### src/sv/ball_plate_filter_pd_servo_defines.svh
// Assertion macros for the ball plate servo block.
`ifndef BALL_PLATE_FILTER_PD_SERVO_DEFINES_SVH
`define BALL_PLATE_FILTER_PD_SERVO_DEFINES_SVH
`ifndef SYNTHESIS
`define BPFPS_ASSERT_ALWAYS(lbl, expr) \
    lbl: assert property (@(posedge i_clk) disable iff (!i_rst_n) (expr)) \
        else $error("bpfps assertion failed");
`define BPFPS_ASSERT_NEXT(lbl, ante, cons) \
    lbl: assert property (@(posedge i_clk) disable iff (!i_rst_n) (ante) |=> (cons)) \
        else $error("bpfps assertion failed");
`else
`define BPFPS_ASSERT_ALWAYS(lbl, expr)
`define BPFPS_ASSERT_NEXT(lbl, ante, cons)
`endif
`endif

### src/sv/bpfps_pkg.sv
// Shared types, widths and constants of the ball plate servo block.
package bpfps_pkg;

    localparam int ADC_BITS_DEF   = 10;
    localparam int PWM_PERIOD_DEF = 3999;

    localparam int SAMPLE_W   = 10;
    localparam int POS_W      = 18;
    localparam int ERR_W      = 20;
    localparam int PULSE_W    = 11;
    localparam int CMP_W      = 12;
    localparam int TGT_W      = 14;
    localparam int GAIN_W     = 16;
    localparam int LEVEL_W    = 11;
    localparam int CFG_IDX_W  = 3;
    localparam int CFG_DATA_W = 16;

    // Filter coefficients, Q0.16
    localparam logic [15:0] COEF_B = 16'd10499;
    localparam logic [15:0] COEF_A = 16'd44538;

    localparam logic [POS_W-1:0]   POS_MAX   = '1;
    localparam logic [PULSE_W-1:0] PULSE_MIN = 11'd1000;
    localparam logic [PULSE_W-1:0] PULSE_MAX = 11'd2000;

    // floor(p/5) == (p*6554)>>15 for every p below 16384
    localparam logic [12:0] DIV5_MUL   = 13'd6554;
    localparam int          DIV5_SHIFT = 15;

    typedef enum logic [CFG_IDX_W-1:0] {
        REG_TARGET_X   = 3'd0,
        REG_TARGET_Y   = 3'd1,
        REG_GAIN_P_X   = 3'd2,
        REG_GAIN_D_X   = 3'd3,
        REG_GAIN_P_Y   = 3'd4,
        REG_GAIN_D_Y   = 3'd5,
        REG_LEVEL_US_X = 3'd6,
        REG_LEVEL_US_Y = 3'd7
    } t_reg_idx;

    typedef struct packed {
        logic [TGT_W-1:0]   target_x;
        logic [TGT_W-1:0]   target_y;
        logic [GAIN_W-1:0]  gain_p_x;
        logic [GAIN_W-1:0]  gain_d_x;
        logic [GAIN_W-1:0]  gain_p_y;
        logic [GAIN_W-1:0]  gain_d_y;
        logic [LEVEL_W-1:0] level_us_x;
        logic [LEVEL_W-1:0] level_us_y;
    } t_cfg;

    localparam t_cfg CFG_RESET = '{
        target_x:   14'd6256,
        target_y:   14'd6296,
        gain_p_x:   16'd1434,
        gain_d_x:   16'd28672,
        gain_p_y:   16'd1638,
        gain_d_y:   16'd34816,
        level_us_x: 11'd1557,
        level_us_y: 11'd1525
    };

endpackage

### src/sv/bpfps_regs.sv
// Configuration register file of the ball plate servo block.
module bpfps_regs (
    input  logic                               i_clk,
    input  logic                               i_rst_n,
    input  logic                               i_we,
    input  logic [bpfps_pkg::CFG_IDX_W-1:0]    i_idx,
    input  logic [bpfps_pkg::CFG_DATA_W-1:0]   i_data,
    output bpfps_pkg::t_cfg                    o_cfg
);
    import bpfps_pkg::*;

    t_cfg r_cfg;

    always_ff @(posedge i_clk) begin
        if (!i_rst_n) begin
            r_cfg <= CFG_RESET;
        end else if (i_we) begin
            unique case (t_reg_idx'(i_idx))
                REG_TARGET_X:   r_cfg.target_x   <= i_data[TGT_W-1:0];
                REG_TARGET_Y:   r_cfg.target_y   <= i_data[TGT_W-1:0];
                REG_GAIN_P_X:   r_cfg.gain_p_x   <= i_data[GAIN_W-1:0];
                REG_GAIN_D_X:   r_cfg.gain_d_x   <= i_data[GAIN_W-1:0];
                REG_GAIN_P_Y:   r_cfg.gain_p_y   <= i_data[GAIN_W-1:0];
                REG_GAIN_D_Y:   r_cfg.gain_d_y   <= i_data[GAIN_W-1:0];
                REG_LEVEL_US_X: r_cfg.level_us_x <= i_data[LEVEL_W-1:0];
                REG_LEVEL_US_Y: r_cfg.level_us_y <= i_data[LEVEL_W-1:0];
                default: ;
            endcase
        end
    end

    assign o_cfg = r_cfg;

endmodule

### src/sv/bpfps_lowpass.sv
// Per-axis first-order low-pass stage with its own result register.
module bpfps_lowpass #(
    parameter int ADC_BITS = bpfps_pkg::ADC_BITS_DEF
) (
    input  logic                              i_clk,
    input  logic                              i_rst_n,
    input  logic                              i_vld,
    output logic                              o_rdy,
    input  logic                              i_axis,
    input  logic [bpfps_pkg::SAMPLE_W-1:0]    i_sample,
    output logic                              o_vld,
    input  logic                              i_rdy,
    output logic                              o_axis,
    output logic [bpfps_pkg::POS_W-1:0]       o_pos
);
    import bpfps_pkg::*;

    localparam int                 EFF_W       = (ADC_BITS < SAMPLE_W) ? ADC_BITS : SAMPLE_W;
    localparam logic [SAMPLE_W-1:0] SAMPLE_MASK = SAMPLE_W'((1 << EFF_W) - 1);

    logic                r_vld;
    logic                r_axis;
    logic [POS_W-1:0]    r_pos;
    logic [SAMPLE_W-1:0] r_prev_s [2];
    logic [POS_W-1:0]    r_prev_f [2];

    logic                fire;
    logic [SAMPLE_W-1:0] x;
    logic [SAMPLE_W:0]   sum_x;
    logic [26:0]         prod_b;
    logic [33:0]         prod_a;
    logic [34:0]         acc;
    logic [18:0]         rnd;
    logic [POS_W-1:0]    n_pos;

    assign o_rdy = !r_vld || i_rdy;
    assign fire  = i_vld && o_rdy;

    always_comb begin
        x      = i_sample & SAMPLE_MASK;
        sum_x  = {1'b0, x} + {1'b0, r_prev_s[i_axis]};
        prod_b = 27'(COEF_B) * 27'(sum_x);
        prod_a = 34'(COEF_A) * 34'(r_prev_f[i_axis]);
        // exact Q.24 sum, round half up to Q.8
        acc    = (35'(prod_b) << 8) + 35'(prod_a) + 35'd32768;
        rnd    = acc[34:16];
        n_pos  = (rnd > 19'(POS_MAX)) ? POS_MAX : rnd[POS_W-1:0];
    end

    always_ff @(posedge i_clk) begin
        if (!i_rst_n) begin
            r_vld    <= 1'b0;
            r_prev_s <= '{default: '0};
            r_prev_f <= '{default: '0};
        end else begin
            if (o_rdy) begin
                r_vld <= i_vld;
            end
            if (fire) begin
                r_prev_s[i_axis] <= x;
                r_prev_f[i_axis] <= n_pos;
            end
        end
    end

    always_ff @(posedge i_clk) begin
        if (fire) begin
            r_axis <= i_axis;
            r_pos  <= n_pos;
        end
    end

    assign o_vld  = r_vld;
    assign o_axis = r_axis;
    assign o_pos  = r_pos;

endmodule

### src/sv/bpfps_pd.sv
// Per-axis PD drive stage with saturation and its own result register.
module bpfps_pd (
    input  logic                              i_clk,
    input  logic                              i_rst_n,
    input  bpfps_pkg::t_cfg                   i_cfg,
    input  logic                              i_vld,
    output logic                              o_rdy,
    input  logic                              i_axis,
    input  logic [bpfps_pkg::POS_W-1:0]       i_pos,
    output logic                              o_vld,
    input  logic                              i_rdy,
    output logic                              o_axis,
    output logic [bpfps_pkg::PULSE_W-1:0]     o_pulse,
    output logic [bpfps_pkg::POS_W-1:0]       o_pos
);
    import bpfps_pkg::*;

    localparam logic signed [40:0] DRV_LO = 41'(PULSE_MIN) << 20;
    localparam logic signed [40:0] DRV_HI = (41'(PULSE_MAX) + 41'd1) << 20;

    logic                    r_vld;
    logic                    r_axis;
    logic [PULSE_W-1:0]      r_pulse;
    logic [POS_W-1:0]        r_pos;
    logic signed [ERR_W-1:0] r_prev_e [2];

    logic                    fire;
    logic [TGT_W-1:0]        tgt;
    logic [GAIN_W-1:0]       kp;
    logic [GAIN_W-1:0]       kd;
    logic [LEVEL_W-1:0]      lvl;
    logic signed [18:0]      err;
    logic signed [20:0]      der;
    logic signed [35:0]      p_term;
    logic signed [37:0]      d_term;
    logic signed [40:0]      drive;
    logic [PULSE_W-1:0]      n_pulse;

    assign o_rdy = !r_vld || i_rdy;
    assign fire  = i_vld && o_rdy;

    always_comb begin
        tgt    = i_axis ? i_cfg.target_y   : i_cfg.target_x;
        kp     = i_axis ? i_cfg.gain_p_y   : i_cfg.gain_p_x;
        kd     = i_axis ? i_cfg.gain_d_y   : i_cfg.gain_d_x;
        lvl    = i_axis ? i_cfg.level_us_y : i_cfg.level_us_x;
        // setpoint Q.4 widened to Q.8
        err    = $signed({1'b0, tgt, 4'b0000}) - $signed({1'b0, i_pos});
        der    = 21'(err) - 21'(r_prev_e[i_axis]);
        p_term = $signed({1'b0, kp}) * err;
        d_term = $signed({1'b0, kd}) * der;
        drive  = $signed({10'b0, lvl, 20'b0}) + 41'(p_term) + 41'(d_term);
        if (drive < DRV_LO) begin
            n_pulse = PULSE_MIN;
        end else if (drive >= DRV_HI) begin
            n_pulse = PULSE_MAX;
        end else begin
            n_pulse = drive[30:20];
        end
    end

    always_ff @(posedge i_clk) begin
        if (!i_rst_n) begin
            r_vld    <= 1'b0;
            r_prev_e <= '{default: '0};
        end else begin
            if (o_rdy) begin
                r_vld <= i_vld;
            end
            if (fire) begin
                r_prev_e[i_axis] <= ERR_W'(err);
            end
        end
    end

    always_ff @(posedge i_clk) begin
        if (fire) begin
            r_axis  <= i_axis;
            r_pulse <= n_pulse;
            r_pos   <= i_pos;
        end
    end

    assign o_vld   = r_vld;
    assign o_axis  = r_axis;
    assign o_pulse = r_pulse;
    assign o_pos   = r_pos;

endmodule

### src/sv/ball_plate_filter_pd_servo.sv
// Top level of the ball plate servo: low-pass filter and PD drive per axis.
//
// Input channel: i_valid / o_stall carry one item, an axis bit and a raw
// touch panel sample. Output channel: o_valid / i_stall carry one result
// item: axis, saturated pulse width in us, inverted PWM compare value and
// the filtered position (Q10.8). Config writes use i_cfg_valid /
// o_cfg_ready (always ready) with a register index and data.
// Pipeline: input register, filter stage, PD stage, output stage.
// o_valid rises once an accepted item moves from the input, filter and PD
// registers into the output register. Without receiver stalls one item
// per cycle is sustained: each stage updates its own per-axis state as
// the item enters its register, so same-axis items may follow back to back.
// When the receiver stalls the output register holds; stages behind it
// keep filling bubbles and o_stall rises only when all four are full.
// Synchronous active-low reset empties the pipeline, zeroes the filter
// and error history of both axes and loads the default setpoints, gains
// and levelling pulses.
`include "ball_plate_filter_pd_servo_defines.svh"
module ball_plate_filter_pd_servo #(
    parameter int ADC_BITS   = bpfps_pkg::ADC_BITS_DEF,
    parameter int PWM_PERIOD = bpfps_pkg::PWM_PERIOD_DEF
) (
    input  logic                              i_clk,
    input  logic                              i_rst_n,
    // input items
    input  logic                              i_valid,
    output logic                              o_stall,
    input  logic                              i_axis,
    input  logic [bpfps_pkg::SAMPLE_W-1:0]    i_sample,
    // result items
    output logic                              o_valid,
    input  logic                              i_stall,
    output logic                              o_out_axis,
    output logic [bpfps_pkg::PULSE_W-1:0]     o_pulse_us,
    output logic [bpfps_pkg::CMP_W-1:0]       o_compare_value,
    output logic [bpfps_pkg::POS_W-1:0]       o_position,
    // configuration writes
    input  logic                              i_cfg_valid,
    output logic                              o_cfg_ready,
    input  logic [bpfps_pkg::CFG_IDX_W-1:0]   i_cfg_index,
    input  logic [bpfps_pkg::CFG_DATA_W-1:0]  i_cfg_data
);
    import bpfps_pkg::*;

    localparam int PER_W = 17;

    t_cfg cfg;

    // input register stage
    logic                r_in_vld;
    logic                r_in_axis;
    logic [SAMPLE_W-1:0] r_in_sample;
    logic                in_rdy;

    // filter stage
    logic                lp_vld;
    logic                lp_rdy;
    logic                lp_axis;
    logic [POS_W-1:0]    lp_pos;

    // PD stage
    logic                pd_vld;
    logic                pd_rdy;
    logic                pd_axis;
    logic [PULSE_W-1:0]  pd_pulse;
    logic [POS_W-1:0]    pd_pos;

    // output stage
    logic                r_out_vld;
    logic                r_out_axis;
    logic [PULSE_W-1:0]  r_out_pulse;
    logic [CMP_W-1:0]    r_out_cmp;
    logic [POS_W-1:0]    r_out_pos;
    logic                out_rdy;
    logic [23:0]         div_prod;
    logic [8:0]          quot;
    logic [PER_W-1:0]    cmp_full;

    assign o_cfg_ready = 1'b1;

    bpfps_regs u_regs (
        .i_clk   (i_clk),
        .i_rst_n (i_rst_n),
        .i_we    (i_cfg_valid && o_cfg_ready),
        .i_idx   (i_cfg_index),
        .i_data  (i_cfg_data),
        .o_cfg   (cfg)
    );

    // ready ripples back from the output register
    assign out_rdy = !r_out_vld || !i_stall;
    assign in_rdy  = !r_in_vld || lp_rdy;
    assign o_stall = !in_rdy;

    always_ff @(posedge i_clk) begin
        if (!i_rst_n) begin
            r_in_vld <= 1'b0;
        end else if (in_rdy) begin
            r_in_vld <= i_valid;
        end
    end

    always_ff @(posedge i_clk) begin
        if (in_rdy && i_valid) begin
            r_in_axis   <= i_axis;
            r_in_sample <= i_sample;
        end
    end

    bpfps_lowpass #(
        .ADC_BITS (ADC_BITS)
    ) u_lowpass (
        .i_clk    (i_clk),
        .i_rst_n  (i_rst_n),
        .i_vld    (r_in_vld),
        .o_rdy    (lp_rdy),
        .i_axis   (r_in_axis),
        .i_sample (r_in_sample),
        .o_vld    (lp_vld),
        .i_rdy    (pd_rdy),
        .o_axis   (lp_axis),
        .o_pos    (lp_pos)
    );

    bpfps_pd u_pd (
        .i_clk   (i_clk),
        .i_rst_n (i_rst_n),
        .i_cfg   (cfg),
        .i_vld   (lp_vld),
        .o_rdy   (pd_rdy),
        .i_axis  (lp_axis),
        .i_pos   (lp_pos),
        .o_vld   (pd_vld),
        .i_rdy   (out_rdy),
        .o_axis  (pd_axis),
        .o_pulse (pd_pulse),
        .o_pos   (pd_pos)
    );

    // compare = period - pulse/5, divide by reciprocal multiply
    always_comb begin
        div_prod = 24'(pd_pulse) * 24'(DIV5_MUL);
        quot     = div_prod[DIV5_SHIFT +: 9];
        cmp_full = PER_W'(PWM_PERIOD) - PER_W'(quot);
    end

    always_ff @(posedge i_clk) begin
        if (!i_rst_n) begin
            r_out_vld <= 1'b0;
        end else if (out_rdy) begin
            r_out_vld <= pd_vld;
        end
    end

    always_ff @(posedge i_clk) begin
        if (out_rdy && pd_vld) begin
            r_out_axis  <= pd_axis;
            r_out_pulse <= pd_pulse;
            r_out_cmp   <= cmp_full[CMP_W-1:0];
            r_out_pos   <= pd_pos;
        end
    end

    assign o_valid         = r_out_vld;
    assign o_out_axis      = r_out_axis;
    assign o_pulse_us      = r_out_pulse;
    assign o_compare_value = r_out_cmp;
    assign o_position      = r_out_pos;

    // a result on the port is always inside the servo range
    `BPFPS_ASSERT_ALWAYS(a_pulse_range,
        !o_valid || (o_pulse_us >= PULSE_MIN && o_pulse_us <= PULSE_MAX))
    // an accepted item lands in the input register
    `BPFPS_ASSERT_NEXT(a_accept_lands, i_valid && !o_stall, r_in_vld)
    // input is refused only when every stage holds an item
    `BPFPS_ASSERT_ALWAYS(a_stall_full,
        !o_stall || (r_in_vld && lp_vld && pd_vld && r_out_vld && i_stall))
    // a taken result with nothing behind it leaves the port empty
    `BPFPS_ASSERT_NEXT(a_drain, r_out_vld && !i_stall && !pd_vld, !o_valid)

endmodule

### config.mk
export PLATFORM = sky130hd
export DESIGN_NAME = ball_plate_filter_pd_servo
export DESIGN_NICKNAME = d
export VERILOG_FILES = /design/src/sv/bpfps_pkg.sv /design/src/sv/bpfps_regs.sv /design/src/sv/bpfps_lowpass.sv /design/src/sv/bpfps_pd.sv /design/src/sv/ball_plate_filter_pd_servo.sv
export VERILOG_INCLUDE_DIRS = /design/src /design/src/sv
export SDC_FILE = /design/constraint.sdc
export NUM_CORES = 2
export LEC_CHECK = 0
export BUFFER_PORTS_ARGS = -buffer_cell sky130_fd_sc_hd__buf_2
export CORE_ASPECT_RATIO = 1.25
export CORE_UTILIZATION = 60
export DETAILED_ROUTE_END_ITERATION = 10
export PLACE_DENSITY = 0.77
export SLEW_MARGIN = 20
export SYNTH_ARGS = -nofsm -noshare
export SYNTH_HDL_FRONTEND = slang
export SYNTH_HIERARCHICAL = 1
export SYNTH_SLANG_ARGS = --single-unit
### constraint.sdc
create_clock -name i_clk -period 26.6 [get_ports i_clk]
set_input_delay 1.33 -clock i_clk [delete_from_list [all_inputs] [get_ports i_clk]]
set_output_delay 1.33 -clock i_clk [all_outputs]
set_load 0.05 [all_outputs]
* Word level (Yosys, flattened, before mapping)
Cells that the tools add are included.
** Word-level totals
- Register bits :: 316
- Bits of input ports :: 35
- Output and inout bits :: 45
- Word-level logic and storage cells :: 109
** Operators by class
- $add $sub $neg :: 8
- $mul :: 5
- $lt $le $gt $ge :: 7
- Equal/unequal tests :: 7
- Multiplexer cells :: 24
- Bitwise logic cells :: 2
- Reductions and logical operators :: 26
** Operator list (number)
- $mux 18 :: 5
- $mux 20 :: 4
- $ge 41x32->1 const B :: 1
- $lt 41x31->1 const B :: 1
- $bwmux 40 :: 1
- $mux 10 :: 4
- $add 37x38->39 :: 1
- $mul 17x21->38 :: 1
- $add 32x36->37 :: 1
- $bwmux 36 :: 1
- $mul 17x19->36 :: 1
- $add 33x34->35 :: 1
- $add 35x16->35 const B :: 1
- $mul 15x18->33 const A :: 1
- $mux 16 :: 2
- $mul 14x11->25 const A :: 1
- $mul 11x12->23 const B :: 1
- $mux 11 :: 2
- $sub 19x20->21 :: 1
- $bwmux 20 :: 1
- $demux 20 s1 :: 1
- $gt 19x18->1 const B :: 1
- $sub 18x18->19 :: 1
- $demux 18 s1 :: 1
- 16 further kinds :: 43

* Longest topological paths before layout
- Word-level depth :: 11
- Depth in mapped cells :: 51
- Gate-level depth less buffers :: 44

* Modules after synthesis
Netlist, hierarchy kept.
** By module, submodules not included
- bpfps_pd :: instances 1, cells each 3256, area each 29908.7 um^2, seq. area each 1681.6 um^2
- bpfps_lowpass :: instances 1, cells each 1314, area each 12319.3 um^2, seq. area each 1711.6 um^2
- bpfps_regs :: instances 1, cells each 420, area each 4413.0 um^2, seq. area each 2282.2 um^2
- ball_plate_filter_pd_servo :: instances 1, cells each 326, area each 3987.6 um^2, seq. area each 1571.5 um^2

* Worst setup path before layout
OpenSTA, ideal clock, no wires.
- Kind :: register to register
- Start point :: register u_lowpass.r_axis, in the netlist u_lowpass/o_axis
- End point :: register u_pd.r_pulse[7], in the netlist u_pd/o_pulse[7], data pin
- Setup time :: 0.272 ns
- Data arrival time :: 13.246 ns
- Data required time :: 26.328 ns
- Setup slack :: 13.082 ns
- Cell stages (with the launch flop) :: 48
- Path buffers :: 7
- Period minus slack after synthesis :: 13.518 ns
- Path through :: edfxtp_1 > clkbuf_1 > clkbuf_1 > buf_1 > buf_1 > mux2_2 > ha_1 > a41oi_1 > o21ai_1 > a2111oi_2 > o31ai_1 > a21oi_1 > xor2_1 > inv_2 > ha_1 > a21oi_1 > nor2_1 > o21ai_0 > (+12 left out) > inv_1 > fa_1 > inv_1 > fa_1 > inv_1 > fa_1 > inv_1 > ha_1 > buf_4 > a21oi_2 > o211ai_1 > a31o_2 > a31o_2 > o22ai_1 > mux2_2 > nor4bb_1 > o211a_4 > nand4_1
** On the way
- Elaborated cells between the ends (all ways) :: 17
- Classes of those cells :: add/sub (4); mul (2); order compare (2); mux (7); bitwise (1); reduce/logical (1)
** RTL lines
- from (decl) :: RTL line bpfps_lowpass.sv:22 : logic r_axis;
- from (signal assigned) :: RTL line bpfps_lowpass.sv:68 : r_axis <= i_axis;
- $mux 14 (*) :: RTL line bpfps_pd.sv:43 : tgt = i_axis ? i_cfg.target_y : i_cfg.target_x;
- $sub 18x18->19 (*) :: RTL line bpfps_pd.sv:48 : err = $signed({1'b0, tgt, 4'b0000}) - $signed({1'b0, i_pos});
- via u_pd.err[11] :: RTL line bpfps_pd.sv:32 : logic signed [18:0] err;
- $mul 17x19->36 / $sub 19x20->21 (equally long branches) :: RTL line bpfps_pd.sv:50, bpfps_pd.sv:49
- $add 32x36->37 / $mul 17x21->38 (equally long branches) :: RTL line bpfps_pd.sv:52, bpfps_pd.sv:51
- $add 37x38->39 (*) :: RTL line bpfps_pd.sv:52 : drive = $signed({10'b0, lvl, 20'b0}) + 41'(p_term) + 41'(d_term);
- $ge 41x32->1 / $lt 41x31->1 (equally long branches) :: RTL line bpfps_pd.sv:55, bpfps_pd.sv:53
- $reduce_or 2->1 (no line)
- to (signal assigned) :: RTL line bpfps_pd.sv:79 : r_pulse <= n_pulse;
- to (decl) :: RTL line bpfps_pd.sv:23 : logic [PULSE_W-1:0] r_pulse;
The timed path passes the listed nets; every way through them passes the cells marked *. The select of a mux whose other input is x is not followed.
A chain may end at the register's enable or synchronous reset.

* Final worst setup path
Ends and elaborated chain as after synthesis.

==> results.md <==
* Worst hold path depth at 0
* EDFF count, synth at 100
* Hold Path Class: register to register
* Vias post-DR at 37346
* Clock-pin slew on the worst setup and hold paths at 0.06 ns
* Tmin final at 14.38 ns
* DIE HEIGHT at 327 um
* WS Path Type: register to register
* Area grow syn2layout at 5.44%
* Total GRT Usage at 0.332
* CTS H-tree lvls at 2
* Synthesized area at 50600 um2
* RSZ-0062 raised after global routing: false
* Post-CTS setup buffer count at 0
* GPL Wtd Cong at 0.984
* Post-layout util at 0.642
* Vias in the first global route at 39524
* Slowest cell on crit path: edfxtp_1
* Die Footprint at 85600 um2
* Die X-Extent at 262 um
* Slew margin rel. at 0.185
* Final Hold Fails at 0
* Share of the synthesized area in the top cell type at 0.364
* Endpoints failing setup at 0
* Post-synthesis area per instance at 9.52 um2
* Worst-Skew Late Latency at 0.59 ns
* Post_cts resized at 0
* Post-synthesis sequential area ratio at 0.143
* CP endpoint kind: register
* Routed wire length at 136 mm
* Core area at 83100 um2
* Pin slew with the least headroom to its limit at 1.22 ns
* Clock buffer depth at 3
* Tcrit/Tclk final at 0.541
* Pre-Repair DR Iteration Count at 6
* Routed Antenna Nets at 0
* Ys async rst share at 0
* IO Pins at 80
* CP bufs+invs at 8
* # DRC at 0
* Status: complete, no violations
* Setup TNS at 0 ns
* Achievable Freq at 0.0695 GHz
* RR Endpoint: u_pd/o_pulse[7]
* Initial Utilization at 0.609
* Nets at 6809
* Total gr overflow at 0
* Worst R2R Start: u_lowpass/o_axis
* Crit path max-delay family: adder cells
* Reg2reg path depth at 41
* Post-DP HPWL at 113 mm
* Post-synth top area cell: fa_1
* Worst path most repeated cell: fa_1
* CP peak stage delay at 0.80 ns
* CP Max Fanout at 35
* Layout Skew at 0.0405 ns
* Arrival @ worst endpoint at 14.69 ns
* Netlist cell types at 100
* Clk Tree Root Cell: clkbuf_16
* Share of cells above drive strength 1 at 0.0644
* TritonCTS buffer count at 34
* WL/cell at 21.1 um
* Hold Buf Count CTS at 0
* Hold Path End: o_position[16]
* Ys flop type: dfxtp_1
* Type of origin of the critical path: register
* Beginning of the worst hold path: u_pd/o_pos[16]
* CTS tree: yes
* Clk sinks at 312
* # diodes at 0
* Initial DRC count at 3122
* R2R Setup Slk at 12.22 ns
* Vias per cell at 5.81
* Pins Over Slew Limit at 0
* Largest net degree at the start of global routing at 86
* Synthesis Warnings at 6
* CP required at 26.90 ns
* Seq cells post-synth at 312
* Initial antenna violation count at 1
* Max Cap Viol at 0
* Area contributors post-synth: fa_1 36%, ha_1 13%, inv_1 8.8%, dfxtp_1 8.4%, edfxtp_1 5.9%
* Row count at 118
* Synth Instances at 5316
* Port bufs at 76
* First-pass GRT wire length at 216 mm
## stage by stage
step	instance area [um2]	cells	hold WS, ns	worst slack [ns]
after floorplan	50600	5318	0.400	13.08
after global placement	52200	6363	0.401	12.55
after detailed placement	52200	6364	0.405	12.43
after CTS	53400	6425	0.420	12.38
after global routing	53400	6425	0.429	11.45
final	53400	6425	0.419	12.22
## cell families (layout without fill, tap and decap cells)
family          count (synthesis)  in the layout  share of synthesized area
flops                         312            312                      0.143
compound gates                574            574                     0.0748
buf+inv                      1370           1397                      0.103
mux                           243            243                     0.0496
xor+xnor                      120            120                     0.0208
fa+ha+maj                    1454           1454                      0.496
other cells                     1              3                  0.0000741
simple gates                 1242           1242                      0.113
## worst max path at each step
stage | start | end | slack, ns | cells past startpoint
after floorplan | u_lowpass/o_axis | u_pd/o_pulse[7] | 13.08 | 47
after CTS | u_lowpass/o_axis | u_pd/o_pulse[1] | 12.38 | 43
after detailed placement | u_lowpass/o_axis | u_pd/o_pulse[1] | 12.43 | 43
after global placement | u_lowpass/o_axis | u_pd/o_pulse[7] | 12.55 | 42
final | u_lowpass/o_axis | u_pd/o_pulse[7] | 12.22 | 41
after global routing | u_lowpass/o_axis | u_pd/o_pulse[2] | 11.45 | 42
## cells in the mapped netlist (all sizes together) (39+ instances only)
cell and count:
nor2 350, edfxtp 100, buf 41, a21o 46, o21ai 115, nand2b 39
nand2 505, xnor2 79, mux2i 180, a31oi 65, xor2 41, ha 533
a21oi 151, fa 921, inv 1187, nor3 59, mux2 63, nor2b 84
clkbuf 134, and2 45, dfxtp 212
## sequential cells by signal, indices dropped and copies added (netlist names)
signal / count
u_lowpass/o_vld: 1
r_in_vld: 1
o_compare_value: 10
u_pd/o_vld: 1
u_pd/o_pulse: 11
o_valid: 1
o_out_axis: 1
u_pd/o_axis: 1
o_position: 18
u_pd/o_pos: 18
u_lowpass/r_prev_s: 20
r_in_sample: 10
r_in_axis: 1
u_lowpass/o_axis: 1
u_lowpass/o_pos: 18
u_lowpass/r_prev_f: 36
o_pulse_us: 11
u_regs/o_cfg: 114
u_pd/r_prev_e: 38
## cells in the final DEF, fill, tap and decap left out, types with 39 or more instances in the layout
| cell type | instances |
|---|---|
| inv_1 | 1181 |
| fa_1 | 921 |
| ha_1 | 533 |
| nand2_1 | 503 |
| nor2_1 | 349 |
| dfxtp_1 | 212 |
| mux2i_1 | 168 |
| a21oi_1 | 147 |
| o21ai_0 | 103 |
| edfxtp_1 | 100 |
| nor2b_1 | 84 |
| xnor2_1 | 78 |
| buf_2 | 75 |
| buf_4 | 65 |
| a31oi_1 | 64 |
| mux2_2 | 63 |
| nor3_1 | 58 |
| a21o_1 | 46 |
| and2_1 | 42 |
| xor2_1 | 40 |
| nand2b_1 | 39 |
## cell type report
class | instances | area, um2
Timing Repair Buffer | 141 | 875
Clock inverter | 14 | 188
Tap cell | 1080 | 1350
Fill cell | 6752 | 29700
Multi-Input combinational cell | 3636 | 38300
Sequential cell | 312 | 7250
Clock buffer | 47 | 961
Inverter | 1195 | 4490
## layer usage
| metal | up-vias | wire (um) | track usage |
|---|---|---|---|
| met5 | - | 18 | 0 |
| met4 | 2 | 9800 | 0.196 |
| met3 | 466 | 11100 | 0.0622 |
| met2 | 1594 | 63700 | 0.537 |
| met1 | 18642 | 51000 | 0.414 |
| li1 | 16642 | - | - |
Power is left out: the tool's default activity adds up to more than one toggle a clock period on the data nets, which glitch-free logic cannot reach.
